### config.mk
export PLATFORM = sky130hd
export DESIGN_NAME = average_true_range_smoother_top
export DESIGN_NICKNAME = d
export VERILOG_FILES = /design/src/atrs_pkg.sv /design/src/atrs_front.sv /design/src/atrs_fifo.sv /design/src/atrs_div.sv /design/src/atrs_back.sv /design/src/average_true_range_smoother_top.sv
export VERILOG_INCLUDE_DIRS = /design/src /design/src/src
export SDC_FILE = /design/constraint.sdc
export NUM_CORES = 2
export LEC_CHECK = 0
export BUFFER_PORTS_ARGS = -buffer_cell sky130_fd_sc_hd__buf_2
export CAP_MARGIN = 0
export CELL_PAD_IN_SITES_DETAIL_PLACEMENT = 1
export CELL_PAD_IN_SITES_GLOBAL_PLACEMENT = 1
export CORE_AREA = 3 3 346 348
export DETAILED_ROUTE_END_ITERATION = 10
export DIE_AREA = 0 0 349 351
export PLACE_DENSITY_LB_ADDON = 0.1
export SLEW_MARGIN = 20
export SYNTH_ARGS = -nofsm -noshare
export SYNTH_HDL_FRONTEND = slang
export SYNTH_SLANG_ARGS = --single-unit
### constraint.sdc
create_clock -name i_clk -period 8 [get_ports i_clk]
set_clock_uncertainty 0.2 [all_clocks]
set_input_delay 0.8 -clock i_clk [delete_from_list [all_inputs] [get_ports i_clk]]
set_output_delay 0.8 -clock i_clk [all_outputs]
set_load 0.005 [all_outputs]
### src/average_true_range_smoother_top_defines.svh
// assertion macros shared by the smoother modules
// each macro expects i_clk and i_rst_n in the using module
`ifndef AVERAGE_TRUE_RANGE_SMOOTHER_TOP_DEFINES_SVH
`define AVERAGE_TRUE_RANGE_SMOOTHER_TOP_DEFINES_SVH

`ifndef SYNTHESIS
// property that must hold at every clock edge out of reset
`define ATRS_ASSERT(label, prop) \
    label: assert property (@(posedge i_clk) disable iff (!i_rst_n) (prop)) \
        else $error("atrs assertion failed");
// condition in one cycle implies a property in the next
`define ATRS_ASSERT_NEXT(label, cond, prop) \
    label: assert property (@(posedge i_clk) disable iff (!i_rst_n) (cond) |=> (prop)) \
        else $error("atrs assertion failed");
`else
`define ATRS_ASSERT(label, prop)
`define ATRS_ASSERT_NEXT(label, cond, prop)
`endif

`endif

### src/atrs_pkg.sv
package atrs_pkg;

    // defaults for the top level parameters
    localparam int MAX_PERIOD_DEF = 1024;
    localparam int PRICE_BITS_DEF = 32;

    // fixed port widths
    localparam int FIELD_BITS     = 32;
    localparam int PERIOD_BITS    = 11;
    localparam int APB_DATA_BITS  = 32;
    localparam int PADDR_BITS     = 3;
    localparam int PERIOD_LIMIT   = 2047;
    localparam int QUEUE_DEPTH    = 2;

    // register reset values
    localparam logic [PERIOD_BITS-1:0] PERIOD_RESET = 11'd14;
    localparam logic                   MODE_RESET   = 1'b0;

    // register index, taken from paddr[2]
    localparam logic REG_PERIOD = 1'b0;
    localparam logic REG_MODE   = 1'b1;

    // smoothing modes
    localparam logic MODE_WILDER = 1'b0;
    localparam logic MODE_EMA    = 1'b1;

    // what a bar does to the running average
    typedef enum logic [1:0] {
        PH_FIRST = 2'd0,
        PH_SUM   = 2'd1,
        PH_INIT  = 2'd2,
        PH_RECUR = 2'd3
    } t_phase;

    // control part of a queued bar request
    typedef struct packed {
        t_phase phase;
        logic   mode;
    } t_cmd_ctrl;

    // divider status toward the back end
    typedef struct packed {
        logic busy;
        logic done;
    } t_div_stat;

    // back end sequencer
    typedef enum logic [3:0] {
        ST_IDLE = 4'b0001,
        ST_PREP = 4'b0010,
        ST_DIV  = 4'b0100,
        ST_EMIT = 4'b1000
    } t_back_state;

endpackage

### src/atrs_front.sv
module atrs_front #(
    parameter int PW    = 32,
    parameter int NW    = 11,
    parameter int MAX_N = 1024
) (
    input  logic                                i_clk,
    input  logic                                i_rst_n,
    input  logic                                i_valid,
    output logic                                o_ready,
    input  logic [atrs_pkg::FIELD_BITS-1:0]     i_high,
    input  logic [atrs_pkg::FIELD_BITS-1:0]     i_low,
    input  logic [atrs_pkg::FIELD_BITS-1:0]     i_close,
    input  logic [atrs_pkg::PERIOD_BITS-1:0]    i_period,
    input  logic                                i_mode,
    input  logic                                i_q_full,
    output logic                                o_push,
    output atrs_pkg::t_cmd_ctrl                 o_ctrl,
    output logic [NW-1:0]                       o_n,
    output logic [PW-1:0]                       o_tr
);

    logic [PW-1:0] r_prev_close;
    logic [NW-1:0] r_bar_idx;
    logic [NW-1:0] n_bar_idx;

    logic [PW-1:0] w_hi;
    logic [PW-1:0] w_lo;
    logic [PW-1:0] w_hl;
    logic [PW-1:0] w_hc;
    logic [PW-1:0] w_lc;
    logic [PW-1:0] w_max_a;
    logic [NW-1:0] w_n;

    assign w_hi = i_high[PW-1:0];
    assign w_lo = i_low[PW-1:0];

    // effective period: zero counts as one, large values clip
    always_comb begin
        if (i_period == '0) begin
            w_n = NW'(1);
        end else if (i_period > atrs_pkg::PERIOD_BITS'(MAX_N)) begin
            w_n = NW'(MAX_N);
        end else begin
            w_n = NW'(i_period);
        end
    end

    // true range: largest of the bar span and both gaps to the last close
    assign w_hl    = (w_hi >= w_lo) ? (w_hi - w_lo) : '0;
    assign w_hc    = (w_hi >= r_prev_close) ? (w_hi - r_prev_close) : (r_prev_close - w_hi);
    assign w_lc    = (w_lo >= r_prev_close) ? (w_lo - r_prev_close) : (r_prev_close - w_lo);
    assign w_max_a = (w_hc > w_hl) ? w_hc : w_hl;
    assign o_tr    = (w_lc > w_max_a) ? w_lc : w_max_a;

    // classify the bar by its position in the series
    always_comb begin
        o_ctrl.mode = i_mode;
        if (r_bar_idx == '0) begin
            o_ctrl.phase = atrs_pkg::PH_FIRST;
        end else if (r_bar_idx < w_n) begin
            o_ctrl.phase = atrs_pkg::PH_SUM;
        end else if (r_bar_idx == w_n) begin
            o_ctrl.phase = atrs_pkg::PH_INIT;
        end else begin
            o_ctrl.phase = atrs_pkg::PH_RECUR;
        end
    end

    assign o_n     = w_n;
    assign o_ready = !i_q_full;
    assign o_push  = i_valid && !i_q_full;

    // bar index saturates one past the period
    assign n_bar_idx = (r_bar_idx >= w_n) ? (w_n + NW'(1)) : (r_bar_idx + NW'(1));

    always_ff @(posedge i_clk) begin
        if (!i_rst_n) begin
            r_prev_close <= '0;
            r_bar_idx    <= '0;
        end else if (o_push) begin
            r_prev_close <= i_close[PW-1:0];
            r_bar_idx    <= n_bar_idx;
        end
    end

endmodule

### src/atrs_fifo.sv
`include "average_true_range_smoother_top_defines.svh"

module atrs_fifo #(
    parameter int W     = 8,
    parameter int DEPTH = 2
) (
    input  logic         i_clk,
    input  logic         i_rst_n,
    input  logic         i_push,
    input  logic [W-1:0] i_data,
    output logic         o_full,
    input  logic         i_pop,
    output logic         o_valid,
    output logic [W-1:0] o_data
);

    localparam int AW   = (DEPTH > 1) ? $clog2(DEPTH) : 1;
    localparam int CNTW = $clog2(DEPTH + 1);

    logic [W-1:0]    r_mem [DEPTH];
    logic [AW-1:0]   r_wr_ptr;
    logic [AW-1:0]   r_rd_ptr;
    logic [CNTW-1:0] r_count;

    assign o_full  = (r_count == CNTW'(DEPTH));
    assign o_valid = (r_count != '0);
    assign o_data  = r_mem[r_rd_ptr];

    // pointers and fill count
    always_ff @(posedge i_clk) begin
        if (!i_rst_n) begin
            r_wr_ptr <= '0;
            r_rd_ptr <= '0;
            r_count  <= '0;
        end else begin
            if (i_push) begin
                r_wr_ptr <= (r_wr_ptr == AW'(DEPTH - 1)) ? '0 : (r_wr_ptr + AW'(1));
            end
            if (i_pop) begin
                r_rd_ptr <= (r_rd_ptr == AW'(DEPTH - 1)) ? '0 : (r_rd_ptr + AW'(1));
            end
            if (i_push && !i_pop) begin
                r_count <= r_count + CNTW'(1);
            end else if (i_pop && !i_push) begin
                r_count <= r_count - CNTW'(1);
            end
        end
    end

    // entry storage
    always_ff @(posedge i_clk) begin
        if (i_push) begin
            r_mem[r_wr_ptr] <= i_data;
        end
    end

    `ATRS_ASSERT(a_fifo_no_overflow, i_push |-> (r_count != CNTW'(DEPTH)))
    `ATRS_ASSERT(a_fifo_no_underflow, i_pop |-> (r_count != '0))

endmodule

### src/atrs_div.sv
`include "average_true_range_smoother_top_defines.svh"

module atrs_div #(
    parameter int DW = 44,
    parameter int NW = 11
) (
    input  logic                 i_clk,
    input  logic                 i_rst_n,
    input  logic                 i_start,
    input  logic [DW-1:0]        i_dividend,
    input  logic [NW-1:0]        i_divisor,
    output atrs_pkg::t_div_stat  o_stat,
    output logic [DW-1:0]        o_quotient
);

    // dividend padded to an even width, two quotient bits per cycle
    localparam int EW    = DW + (DW % 2);
    localparam int STEPS = EW / 2;
    localparam int CW    = $clog2(STEPS + 1);

    logic [EW-1:0] r_quo;
    logic [NW-1:0] r_rem;
    logic [NW-1:0] r_div;
    logic [CW-1:0] r_cnt;
    logic          r_busy;
    logic          r_done;

    logic [NW:0]   w_trial_a;
    logic [NW:0]   w_diff_a;
    logic          w_ge_a;
    logic [NW-1:0] w_rem_a;
    logic [NW:0]   w_trial_b;
    logic [NW:0]   w_diff_b;
    logic          w_ge_b;
    logic [NW-1:0] n_rem;

    // first restoring step: bring down the next dividend bit
    assign w_trial_a = {r_rem, r_quo[EW-1]};
    assign w_diff_a  = w_trial_a - {1'b0, r_div};
    assign w_ge_a    = (w_trial_a >= {1'b0, r_div});
    assign w_rem_a   = w_ge_a ? w_diff_a[NW-1:0] : w_trial_a[NW-1:0];

    // second restoring step on the partial remainder
    assign w_trial_b = {w_rem_a, r_quo[EW-2]};
    assign w_diff_b  = w_trial_b - {1'b0, r_div};
    assign w_ge_b    = (w_trial_b >= {1'b0, r_div});
    assign n_rem     = w_ge_b ? w_diff_b[NW-1:0] : w_trial_b[NW-1:0];

    assign o_stat.busy = r_busy;
    assign o_stat.done = r_done;
    assign o_quotient  = r_quo[DW-1:0];

    // step counter and status
    always_ff @(posedge i_clk) begin
        if (!i_rst_n) begin
            r_busy <= 1'b0;
            r_done <= 1'b0;
            r_cnt  <= '0;
        end else begin
            r_done <= 1'b0;
            if (i_start) begin
                r_busy <= 1'b1;
                r_cnt  <= CW'(STEPS);
            end else if (r_busy) begin
                r_cnt <= r_cnt - CW'(1);
                if (r_cnt == CW'(1)) begin
                    r_busy <= 1'b0;
                    r_done <= 1'b1;
                end
            end
        end
    end

    // dividend shifts out the top as quotient bits shift in
    always_ff @(posedge i_clk) begin
        if (i_start) begin
            r_quo <= EW'(i_dividend);
            r_rem <= '0;
            r_div <= i_divisor;
        end else if (r_busy) begin
            r_quo <= {r_quo[EW-3:0], w_ge_a, w_ge_b};
            r_rem <= n_rem;
        end
    end

    `ATRS_ASSERT(a_div_rem_bound, r_busy |-> (r_rem < r_div))
    `ATRS_ASSERT(a_div_no_restart, i_start |-> !r_busy)

endmodule

### src/atrs_back.sv
`include "average_true_range_smoother_top_defines.svh"

module atrs_back #(
    parameter int PW = 32,
    parameter int NW = 11
) (
    input  logic                  i_clk,
    input  logic                  i_rst_n,
    input  logic                  i_q_valid,
    input  atrs_pkg::t_cmd_ctrl   i_ctrl,
    input  logic [NW-1:0]         i_n,
    input  logic [PW-1:0]         i_tr,
    output logic                  o_pop,
    output logic                  o_tvalid,
    input  logic                  i_tready,
    output logic [PW-1:0]         o_tr,
    output logic                  o_tr_ok,
    output logic [PW-1:0]         o_avg,
    output logic                  o_avg_ok
);

    // the average can exceed a price when the sum holds more bars than the period,
    // so it is kept as wide as the sum
    localparam int SW = PW + NW;
    localparam int MW = SW + NW;
    localparam int DW = SW + NW + 1;

    atrs_pkg::t_back_state r_state;
    atrs_pkg::t_back_state n_state;

    logic [SW-1:0]        r_sum;
    logic [SW-1:0]        r_smooth;
    logic [DW-1:0]        r_acc;
    atrs_pkg::t_cmd_ctrl  r_ctrl;
    logic [NW-1:0]        r_n;
    logic [PW-1:0]        r_tr;

    logic [PW-1:0]        r_res_tr;
    logic                 r_res_tr_ok;
    logic [PW-1:0]        r_res_avg;
    logic                 r_res_avg_ok;

    logic                 r_out_valid;
    logic [PW-1:0]        r_out_tr;
    logic                 r_out_tr_ok;
    logic [PW-1:0]        r_out_avg;
    logic                 r_out_avg_ok;

    logic                 w_emit_go;
    logic                 w_div_fin;
    logic [SW-1:0]        w_sum_add;
    logic [NW-1:0]        w_n_m1;
    logic [MW-1:0]        w_prod;
    logic [DW-1:0]        w_addend;
    logic [DW-1:0]        w_dividend;
    logic [NW-1:0]        w_divisor;
    logic                 w_ema;
    atrs_pkg::t_div_stat  w_stat;
    logic [DW-1:0]        w_quo;

    assign o_pop     = (r_state == atrs_pkg::ST_IDLE) && i_q_valid;
    assign w_emit_go = (r_state == atrs_pkg::ST_EMIT) && (!r_out_valid || i_tready);
    assign w_div_fin = (r_state == atrs_pkg::ST_DIV) && w_stat.done;

    // running sum and the recursion product, both from the popped request
    assign w_sum_add = r_sum + SW'(i_tr);
    assign w_n_m1    = i_n - NW'(1);
    assign w_prod    = {{NW{1'b0}}, r_smooth} * {{SW{1'b0}}, w_n_m1};

    // dividend and divisor for the smoothing step
    assign w_ema = (r_ctrl.phase == atrs_pkg::PH_RECUR) && (r_ctrl.mode == atrs_pkg::MODE_EMA);

    always_comb begin
        if (r_ctrl.phase == atrs_pkg::PH_INIT) begin
            w_addend = '0;
        end else if (r_ctrl.mode == atrs_pkg::MODE_EMA) begin
            w_addend = DW'({r_tr, 1'b0});
        end else begin
            w_addend = DW'(r_tr);
        end
    end

    assign w_dividend = r_acc + w_addend;
    assign w_divisor  = w_ema ? (r_n + NW'(1)) : r_n;

    atrs_div #(
        .DW (DW),
        .NW (NW)
    ) u_div (
        .i_clk      (i_clk),
        .i_rst_n    (i_rst_n),
        .i_start    (r_state == atrs_pkg::ST_PREP),
        .i_dividend (w_dividend),
        .i_divisor  (w_divisor),
        .o_stat     (w_stat),
        .o_quotient (w_quo)
    );

    // sequencer
    always_comb begin
        n_state = r_state;
        unique case (r_state)
            atrs_pkg::ST_IDLE: begin
                if (i_q_valid) begin
                    unique case (i_ctrl.phase) inside
                        atrs_pkg::PH_FIRST, atrs_pkg::PH_SUM: n_state = atrs_pkg::ST_EMIT;
                        atrs_pkg::PH_INIT, atrs_pkg::PH_RECUR: n_state = atrs_pkg::ST_PREP;
                    endcase
                end
            end
            atrs_pkg::ST_PREP: begin
                n_state = atrs_pkg::ST_DIV;
            end
            atrs_pkg::ST_DIV: begin
                if (w_stat.done) begin
                    n_state = atrs_pkg::ST_EMIT;
                end
            end
            atrs_pkg::ST_EMIT: begin
                if (!r_out_valid || i_tready) begin
                    n_state = atrs_pkg::ST_IDLE;
                end
            end
            default: begin
                n_state = atrs_pkg::ST_IDLE;
            end
        endcase
    end

    // control and series state
    always_ff @(posedge i_clk) begin
        if (!i_rst_n) begin
            r_state     <= atrs_pkg::ST_IDLE;
            r_out_valid <= 1'b0;
            r_sum       <= '0;
            r_smooth    <= '0;
        end else begin
            r_state <= n_state;
            if (w_emit_go) begin
                r_out_valid <= 1'b1;
            end else if (i_tready) begin
                r_out_valid <= 1'b0;
            end
            if (o_pop && ((i_ctrl.phase == atrs_pkg::PH_SUM) ||
                          (i_ctrl.phase == atrs_pkg::PH_INIT))) begin
                r_sum <= w_sum_add;
            end
            if (w_div_fin) begin
                r_smooth <= w_quo[SW-1:0];
            end
        end
    end

    // request fields, pending result and output register
    always_ff @(posedge i_clk) begin
        if (o_pop) begin
            r_ctrl       <= i_ctrl;
            r_n          <= i_n;
            r_tr         <= i_tr;
            r_acc        <= (i_ctrl.phase == atrs_pkg::PH_INIT) ? DW'(w_sum_add) : DW'(w_prod);
            r_res_tr     <= (i_ctrl.phase == atrs_pkg::PH_FIRST) ? '0 : i_tr;
            r_res_tr_ok  <= (i_ctrl.phase != atrs_pkg::PH_FIRST);
            r_res_avg    <= '0;
            r_res_avg_ok <= 1'b0;
        end else if (w_div_fin) begin
            r_res_avg    <= w_quo[PW-1:0];
            r_res_avg_ok <= 1'b1;
        end
        if (w_emit_go) begin
            r_out_tr     <= r_res_tr;
            r_out_tr_ok  <= r_res_tr_ok;
            r_out_avg    <= r_res_avg;
            r_out_avg_ok <= r_res_avg_ok;
        end
    end

    assign o_tvalid = r_out_valid;
    assign o_tr     = r_out_tr;
    assign o_tr_ok  = r_out_tr_ok;
    assign o_avg    = r_out_avg;
    assign o_avg_ok = r_out_avg_ok;

    `ATRS_ASSERT_NEXT(a_back_div_to_emit, w_div_fin, r_state == atrs_pkg::ST_EMIT)

endmodule

### src/average_true_range_smoother_top.sv
// Average true range smoother: takes one price bar (high, low, close, unsigned Q16.16)
// per request and returns one result per bar with the bar's true range and the
// smoothed average true range. The first bar only stores its close. Bars 1..n are
// summed and bar n yields sum/n; later bars follow Wilder smoothing (mode 0) or
// exponential smoothing with weight 2/(n+1) (mode 1), truncating. Period and mode
// sit on the APB port at byte addresses 0 and 4 and should be written between
// series. A two-entry queue sits between the bar classifier and the arithmetic, so
// up to two bars are taken while a result waits. Bars before the average is due
// skip the divider; every bar from n on passes the prep, divide and emit states,
// and its division runs in the shared restoring divider (dividend PRICE_BITS + 23
// bits at the default period, rounded up to even), which resolves two quotient bits
// per cycle. No clearing pass after reset.
module average_true_range_smoother_top #(
    parameter int MAX_PERIOD = atrs_pkg::MAX_PERIOD_DEF,
    parameter int PRICE_BITS = atrs_pkg::PRICE_BITS_DEF
) (
    input  logic                                  i_clk,
    input  logic                                  i_rst_n,
    // bar request
    input  logic                                  s_axis_tvalid,
    output logic                                  s_axis_tready,
    // high_price [31:0], low_price [63:32], close_price [95:64]
    input  logic [3*atrs_pkg::FIELD_BITS-1:0]     s_axis_tdata,
    // result
    output logic                                  m_axis_tvalid,
    input  logic                                  m_axis_tready,
    // true_range [31:0], average_range [63:32]
    output logic [2*atrs_pkg::FIELD_BITS-1:0]     m_axis_tdata,
    // range_valid [0], average_valid [1]
    output logic [1:0]                            m_axis_tuser,
    // configuration
    input  logic                                  psel,
    input  logic                                  penable,
    input  logic                                  pwrite,
    input  logic [atrs_pkg::PADDR_BITS-1:0]       paddr,
    input  logic [atrs_pkg::APB_DATA_BITS-1:0]    pwdata,
    output logic [atrs_pkg::APB_DATA_BITS-1:0]    prdata,
    output logic                                  pready
);

    localparam int FB    = atrs_pkg::FIELD_BITS;
    localparam int MAX_N = (MAX_PERIOD < atrs_pkg::PERIOD_LIMIT) ?
                           MAX_PERIOD : atrs_pkg::PERIOD_LIMIT;
    localparam int NW    = $clog2(MAX_N + 2);
    localparam int PW    = (PRICE_BITS < FB) ? PRICE_BITS : FB;
    localparam int CTW   = $bits(atrs_pkg::t_cmd_ctrl);
    localparam int QW    = CTW + NW + PW;

    logic [atrs_pkg::PERIOD_BITS-1:0] r_period;
    logic                             r_mode;
    logic                             w_cfg_wr;

    atrs_pkg::t_cmd_ctrl w_f_ctrl;
    logic [NW-1:0]       w_f_n;
    logic [PW-1:0]       w_f_tr;
    logic                w_push;
    logic                w_q_full;
    logic [QW-1:0]       w_q_rdata;
    logic                w_q_valid;
    logic                w_pop;
    logic [PW-1:0]       w_out_tr;
    logic [PW-1:0]       w_out_avg;
    logic                w_out_tr_ok;
    logic                w_out_avg_ok;

    // configuration registers
    assign pready   = 1'b1;
    assign w_cfg_wr = psel && penable && pwrite && pready;

    always_ff @(posedge i_clk) begin
        if (!i_rst_n) begin
            r_period <= atrs_pkg::PERIOD_RESET;
            r_mode   <= atrs_pkg::MODE_RESET;
        end else if (w_cfg_wr) begin
            unique case (paddr[2])
                atrs_pkg::REG_PERIOD: r_period <= pwdata[atrs_pkg::PERIOD_BITS-1:0];
                atrs_pkg::REG_MODE:   r_mode   <= pwdata[0];
            endcase
        end
    end

    // register read back
    always_comb begin
        unique case (paddr[2])
            atrs_pkg::REG_PERIOD: prdata = atrs_pkg::APB_DATA_BITS'(r_period);
            atrs_pkg::REG_MODE:   prdata = atrs_pkg::APB_DATA_BITS'(r_mode);
        endcase
    end

    // classifier
    atrs_front #(
        .PW    (PW),
        .NW    (NW),
        .MAX_N (MAX_N)
    ) u_front (
        .i_clk    (i_clk),
        .i_rst_n  (i_rst_n),
        .i_valid  (s_axis_tvalid),
        .o_ready  (s_axis_tready),
        .i_high   (s_axis_tdata[FB-1:0]),
        .i_low    (s_axis_tdata[2*FB-1:FB]),
        .i_close  (s_axis_tdata[3*FB-1:2*FB]),
        .i_period (r_period),
        .i_mode   (r_mode),
        .i_q_full (w_q_full),
        .o_push   (w_push),
        .o_ctrl   (w_f_ctrl),
        .o_n      (w_f_n),
        .o_tr     (w_f_tr)
    );

    // request queue between classifier and arithmetic
    atrs_fifo #(
        .W     (QW),
        .DEPTH (atrs_pkg::QUEUE_DEPTH)
    ) u_fifo (
        .i_clk   (i_clk),
        .i_rst_n (i_rst_n),
        .i_push  (w_push),
        .i_data  ({w_f_ctrl, w_f_n, w_f_tr}),
        .o_full  (w_q_full),
        .i_pop   (w_pop),
        .o_valid (w_q_valid),
        .o_data  (w_q_rdata)
    );

    // smoothing arithmetic
    atrs_back #(
        .PW (PW),
        .NW (NW)
    ) u_back (
        .i_clk     (i_clk),
        .i_rst_n   (i_rst_n),
        .i_q_valid (w_q_valid),
        .i_ctrl    (atrs_pkg::t_cmd_ctrl'(w_q_rdata[QW-1:NW+PW])),
        .i_n       (w_q_rdata[NW+PW-1:PW]),
        .i_tr      (w_q_rdata[PW-1:0]),
        .o_pop     (w_pop),
        .o_tvalid  (m_axis_tvalid),
        .i_tready  (m_axis_tready),
        .o_tr      (w_out_tr),
        .o_tr_ok   (w_out_tr_ok),
        .o_avg     (w_out_avg),
        .o_avg_ok  (w_out_avg_ok)
    );

    // result packing
    assign m_axis_tdata = {FB'(w_out_avg), FB'(w_out_tr)};
    assign m_axis_tuser = {w_out_avg_ok, w_out_tr_ok};

endmodule

### After elaboration in Yosys (flattened, before gate mapping)

Memory sizes are Yosys's and may differ from the RTL's. A register that Yosys moved wholly into a read port is not among the register bits.
Index checks and enable logic that the tools add are counted.

| word-level totals | value |
|---|---|
| memory bits (read-only) | 0 |
| bits in latches | 0 |
| flip-flop bits (word level) | 468 |
| RAM bits | 92 |
| memories kept | 1 |
| output and inout port bits | 101 |

| cells by class | value |
|---|---|
| shift operators | 0 |
| add/sub/neg operators | 18 |
| magnitude comparators | 10 |
| reduce and logical (&&, ||, !) cells | 31 |
| multipliers | 1 |
| bitwise logic cells | 3 |
| div/mod/pow operators | 0 |
| multiplexer cells | 41 |
| eq/ne operators | 15 |

Memory list:

| memory | words | bits a word | rd ports | clocked after memory_dff | write ports | RTL line | RTL |
|---|---|---|---|---|---|---|---|
| u_fifo.r_mem | 2 | 46 | 1 | 1 | 1 | atrs_fifo.sv:20 | `logic [W-1:0] r_mem [DEPTH];` |

Operator list:

| operator | count |
|---|---|
| $mux W32 | 5 |
| $sub A32 B32 Y32 | 5 |
| $mux W55 | 2 |
| $ge A32 B32 Y1 | 3 |
| $mux W11 | 6 |
| $mux W33 | 2 |
| $gt A32 B32 Y1 | 2 |
| $pmux W32 S2 | 1 |
| $add A55 B55 Y55 | 1 |
| $mul A43 B11 Y54 | 1 |
| $add A43 B32 Y43 | 1 |
| $mux W43 | 1 |
| $add A11 B1 Y11 const B | 3 |
| $ge A12 B11 Y1 | 2 |
| $logic_not A11 Y1 | 2 |
| $sub A11 B11 Y11 | 2 |
| $pmux W4 S4 | 1 |
| $mux W1 | 13 |
| $mux W4 | 3 |
| $eq A11 B11 Y1 | 1 |
| $ge A11 B11 Y1 | 1 |
| $gt A11 B11 Y1 const B | 1 |
| $lt A11 B11 Y1 | 1 |
| $sub A11 B1 Y11 const B | 1 |
| 26 further kinds | 58 |

### Depth between registers and ports, before layout

| depth | value |
|---|---|
| depth in word-level cells | 7 |
| gate-level depth with buffers | 37 |
| mapped depth without buffers | 34 |

### Hierarchy

A second synthesis with hierarchy kept.

| second synthesis, totals | value |
|---|---|
| cell total of the unflattened synthesis | 5969 |
| area total of the unflattened synthesis | 53610.2 um^2 |

Modules (own cells, without submodules):

| module | instances | cells each | seq. area each (um^2) | area an instance (um^2) |
|---|---|---|---|---|
| atrs_back | 1 | 3331 | 8458.1 | 31034.8 |
| atrs_front | 1 | 1944 | 860.8 | 13251.5 |
| atrs_div | 1 | 439 | 2362.3 | 4991.0 |
| atrs_fifo | 1 | 165 | 2862.7 | 3554.7 |
| average_true_range_smoother_top | 1 | 90 | 240.2 | 778.2 |

### Worst setup path after synthesis

Ideal clock, no wire load.

| path | value |
|---|---|
| kind | reg-to-reg |
| start point | reg (tool-made name) |
| end point | reg u_back.r_acc[44], data pin |
| cell stages (with the launch flop) | 31 |
| slack | -0.280 ns |
| library setup time | 0.260 ns |
| arrival | 7.820 ns |
| cell sequence | dfxtp_1 -> buf_2 -> mux2i_1 -> clkbuf_1 -> ha_1 -> nand3_1 -> nor3_1 -> and3_1 -> nand3_1 -> xnor2_1 -> clkbuf_1 -> nand2_1 -> fa_1 -> fa_1 -> inv_1 -> fa_1 -> inv_1 -> fa_1 -> inv_1 -> fa_1 -> ha_1 -> a21o_1 -> a21oi_1 -> nand2b_1 -> o21ai_0 -> a2111oi_0 -> o211a_1 -> o21ai_0 -> nand2_1 -> a21oi_1 -> mux2_2 |

RTL lines:

| what | RTL line | RTL |
|---|---|---|
| end signal, assigned | atrs_back.sv:160 | `r_acc <= (i_ctrl.phase == atrs_pkg::PH_INIT) ? DW'(w_sum_add) : DW'(w_prod);` |
| end, declared | atrs_back.sv:33 | `logic [DW-1:0] r_acc;` |

==> results.md <==
* Placed cell area at 59600 um^2
* GRT Util Overall at 27.5%
* Fillers at 13450
* Pwr dens at 277 nW/um^2
* CTS H-tree lvls at 3
* Distinct cell type count after synthesis at 104
* Buffers added on ports at 193
* Clock input transition at the sequential cells of the worst setup and hold paths at around 60 ps
* First-pass iteration count of the detailed router at 5
* Status: finished with violations
* Drt total wl at 172 mm
* CTS root buf: clkbuf_16
* CP bufs+invs at 8
* Synthesized area per cell at roughly 9.0 um^2
* CP dominant cell by count: fa_1
* Global route overflow at 0
* RSZ-0062 raised after global routing: yes
* CP max stage delay at roughly 570 ps
* Yosys warns at 0
* Vias at 44258
* Die ar. at roughly 120000 um^2
* # setup viols final at 6
* Rel. slew slack at 29.7%
* Yosys reg bits at 560
* Mapped Area at 52500 um^2
* Max VDD drop at 191 uV
* Static leakage at 27.2 nW
* Gp weighted congestion at 0.932
* Worst EP required at approximately 8200 ps
* CTS tree: built
* Final setup margin at -89.0 ps
* Max Cap Viol at 0
* DRC at 0
* Clock Path Buffers at 3
* Number of DRC markers in iteration 0 at 2337
* Starting Density at roughly 45%
* Final hold viol count at 0
* Clock Sink Count at 560
* Ys async rst share at 0%
* Row cnt at 125
* Final Max Slew Viols at 0
* WS Path Type: reg2reg
* Register area at 14800 um^2
* Crit. End Element: register
* Slowest CP cell: fa_1
* Fin area at 63300 um^2
* Area added between synthesis and finish at 20.7%
* Final core utilization at 54.3%
* Share of the clock period used by the worst path at 101%
* Ys flop type: edfxtp_1
* Hold Crit Class: in2reg
* CP top delay family: adder cells
* Tightest Pin Transition at around 1100 ps
* Core Region at between 100000 and 150000 um^2
* Post-Syn Instances at between 5000 and 6000
* Post-synth top cells: 789 x nand2_1, 547 x inv_1, 420 x ha_1, 377 x fa_1, 361 x a21oi_1
* Detail Placement HPWL at approximately 140 mm
* Largest net degree at the start of global routing at about 100
* Nets at roughly 7500
* Sum Neg Setup Slack at -264 ps
* Sequential cell area fraction in the yosys report at 28.2%
* Global-route wire length before repair at 266 mm
* Ports at approximately 240
* Area leader, netlist: edfxtp_1
* Startpoint type of the worst setup path: register
* Most frequent cell after synthesis: nand2_1
* EDFF count, synth at about 360
* Share of the synthesized area in the top cell type at roughly a fifth
* Final min period at 8090 ps
* Clock buffer count from CTS at 69
* DP Worst Slack at -1120 ps
* Data arrival, critical path at 8250 ps
* Fmax at 0.124 GHz
* Area of the multi-input gates at 35400 um^2
* Vias in the first global route at 47478
* Max Fanout on Critical Path at 7
* DIE WIDTH at 349 um
* Die Height at roughly 350 um
* Vias per cell at 5.46
* Share of cells above drive strength 1 at 20.4%
* Worst-Skew Late Latency at 640 ps
* Initial antenna violation count at 1
* DRT antenna net count at 0
* Hold-fix buffers, CTS at 0
* Area contributors post-synth: edfxtp_1 20%, fa_1 14%, ha_1 10%
* Post-DR wirelength/cell at 21.2 um
* Failing checks: setup timing
sequential cells by signal, summed over array words and instances, names as in the netlist, 32 cells and up, named ones only:
register              count
u_back.o_avg             32
u_back.o_tr              32
u_back.r_acc             54
u_back.r_res_avg         32
u_back.r_res_tr          32
u_back.r_smooth          43
u_back.r_sum             43
u_back.r_tr              32
u_back.u_div.r_quo       56
u_fifo.r_mem             92
u_front.r_prev_close     32
power breakdown:
group / switching (W) / internal [W]
sequential: 0.000322 / 0.00414
combinational: 0.00569 / 0.00414
clock: 0.00132 / 0.00195
timing repair:
item                       CTS  global route
setup endpoints to repair   87            90
pin swaps                   11            91
gates resized for setup     42           172
setup buffers                6            31
gates cloned                 0             5
layer usage:
metal	up-vias	wire length [um]	GRT usage, %
met2	780	84200	48.0
met1	22000	75700	35.6
met3	273	5430	2.85
li1	21205	-	-
met5	-	0	0
met4	0	6560	9.36
through the flow:
step	instances	total power (W)	hold WS [ps]
final	8105	0.0176	206
after global routing	8104	0.0188	190
after CTS	8069	0.0174	165
after detailed placement	7937	0.0139	205
after global placement	7937	0.0136	202
after floorplan	5822	0.0106	200
tightest hold or removal path, delay by kind of cell:
| family | cells | cell delay [ps] |
|---|---|---|
| simple gates | 2 | 110 |
| buf+inv | 1 | 80 |
final timing paths:
check / start / to / slack, ps / depth (start not counted)
max reg2reg: register / u_back.r_acc[47]$_SDFFCE_PP0P_ / -90 / 30
min reg2reg: u_back.r_res_tr[30]$_SDFFCE_PN0P_ / u_back.o_tr[30]$_DFFE_PP_ / 220 / 0
max: register / u_back.r_acc[47]$_SDFFCE_PP0P_ / -90 / 30
min: pwdata[3] / r_period[3]$_SDFFE_PN1P_ / 210 / 3
kinds of logic (layout without fill, tap and decap cells):
family / count (synthesis) / count (layout) / share of synthesized area, %
DFF: 560 / 560 / 28.2
and+or+nand+nor: 1840 / 1840 / 16.7
adders and majority gates: 797 / 797 / 24.4
AOI/OAI and AO/OA: 1293 / 1293 / 16.0
other: 2 / 23 / 0.0143
buffers and inverters: 863 / 1621 / 6.56
muxes: 183 / 183 / 3.66
xor gates and xnor gates: 264 / 264 / 4.41
layout by cell type (no fill, tap or decap), drive strengths merged, types with 31 or more instances in the layout:
| cell type | synthesis | routed |
|---|---|---|
| buf | 66 | 941 |
| nand2 | 790 | 790 |
| inv | 549 | 551 |
| ha | 420 | 420 |
| fa | 377 | 377 |
| a21oi | 365 | 365 |
| edfxtp | 357 | 357 |
| and2 | 286 | 286 |
| o21ai | 282 | 282 |
| nor2 | 274 | 274 |
| dfxtp | 203 | 203 |
| xnor2 | 158 | 158 |
| a21o | 142 | 142 |
| a21boi | 126 | 126 |
| mux2i | 114 | 114 |
| xor2 | 106 | 106 |
| clkbuf | 246 | 99 |
| nand3 | 95 | 95 |
| mux2 | 69 | 69 |
| nand4 | 68 | 68 |
| nand2b | 66 | 66 |
| nor2b | 64 | 64 |
| nor3 | 62 | 62 |
| o21a | 58 | 58 |
| and3 | 52 | 52 |
| a31oi | 44 | 44 |
| a211oi | 44 | 44 |
| o211ai | 33 | 33 |
| o21bai | 31 | 31 |
layout make-up:
type | instances | area share, %
sequential | 560 | 23.4
inverter | 551 | 3.27
antenna | 1 | 0.00395
clock buffer | 96 | 3.10
timing repair buffer | 944 | 10.8
multi-input combinational | 4399 | 55.8
clock inverter | 30 | 0.605
tap | 1524 | 3.01
(Power assumes the default switching activity.)
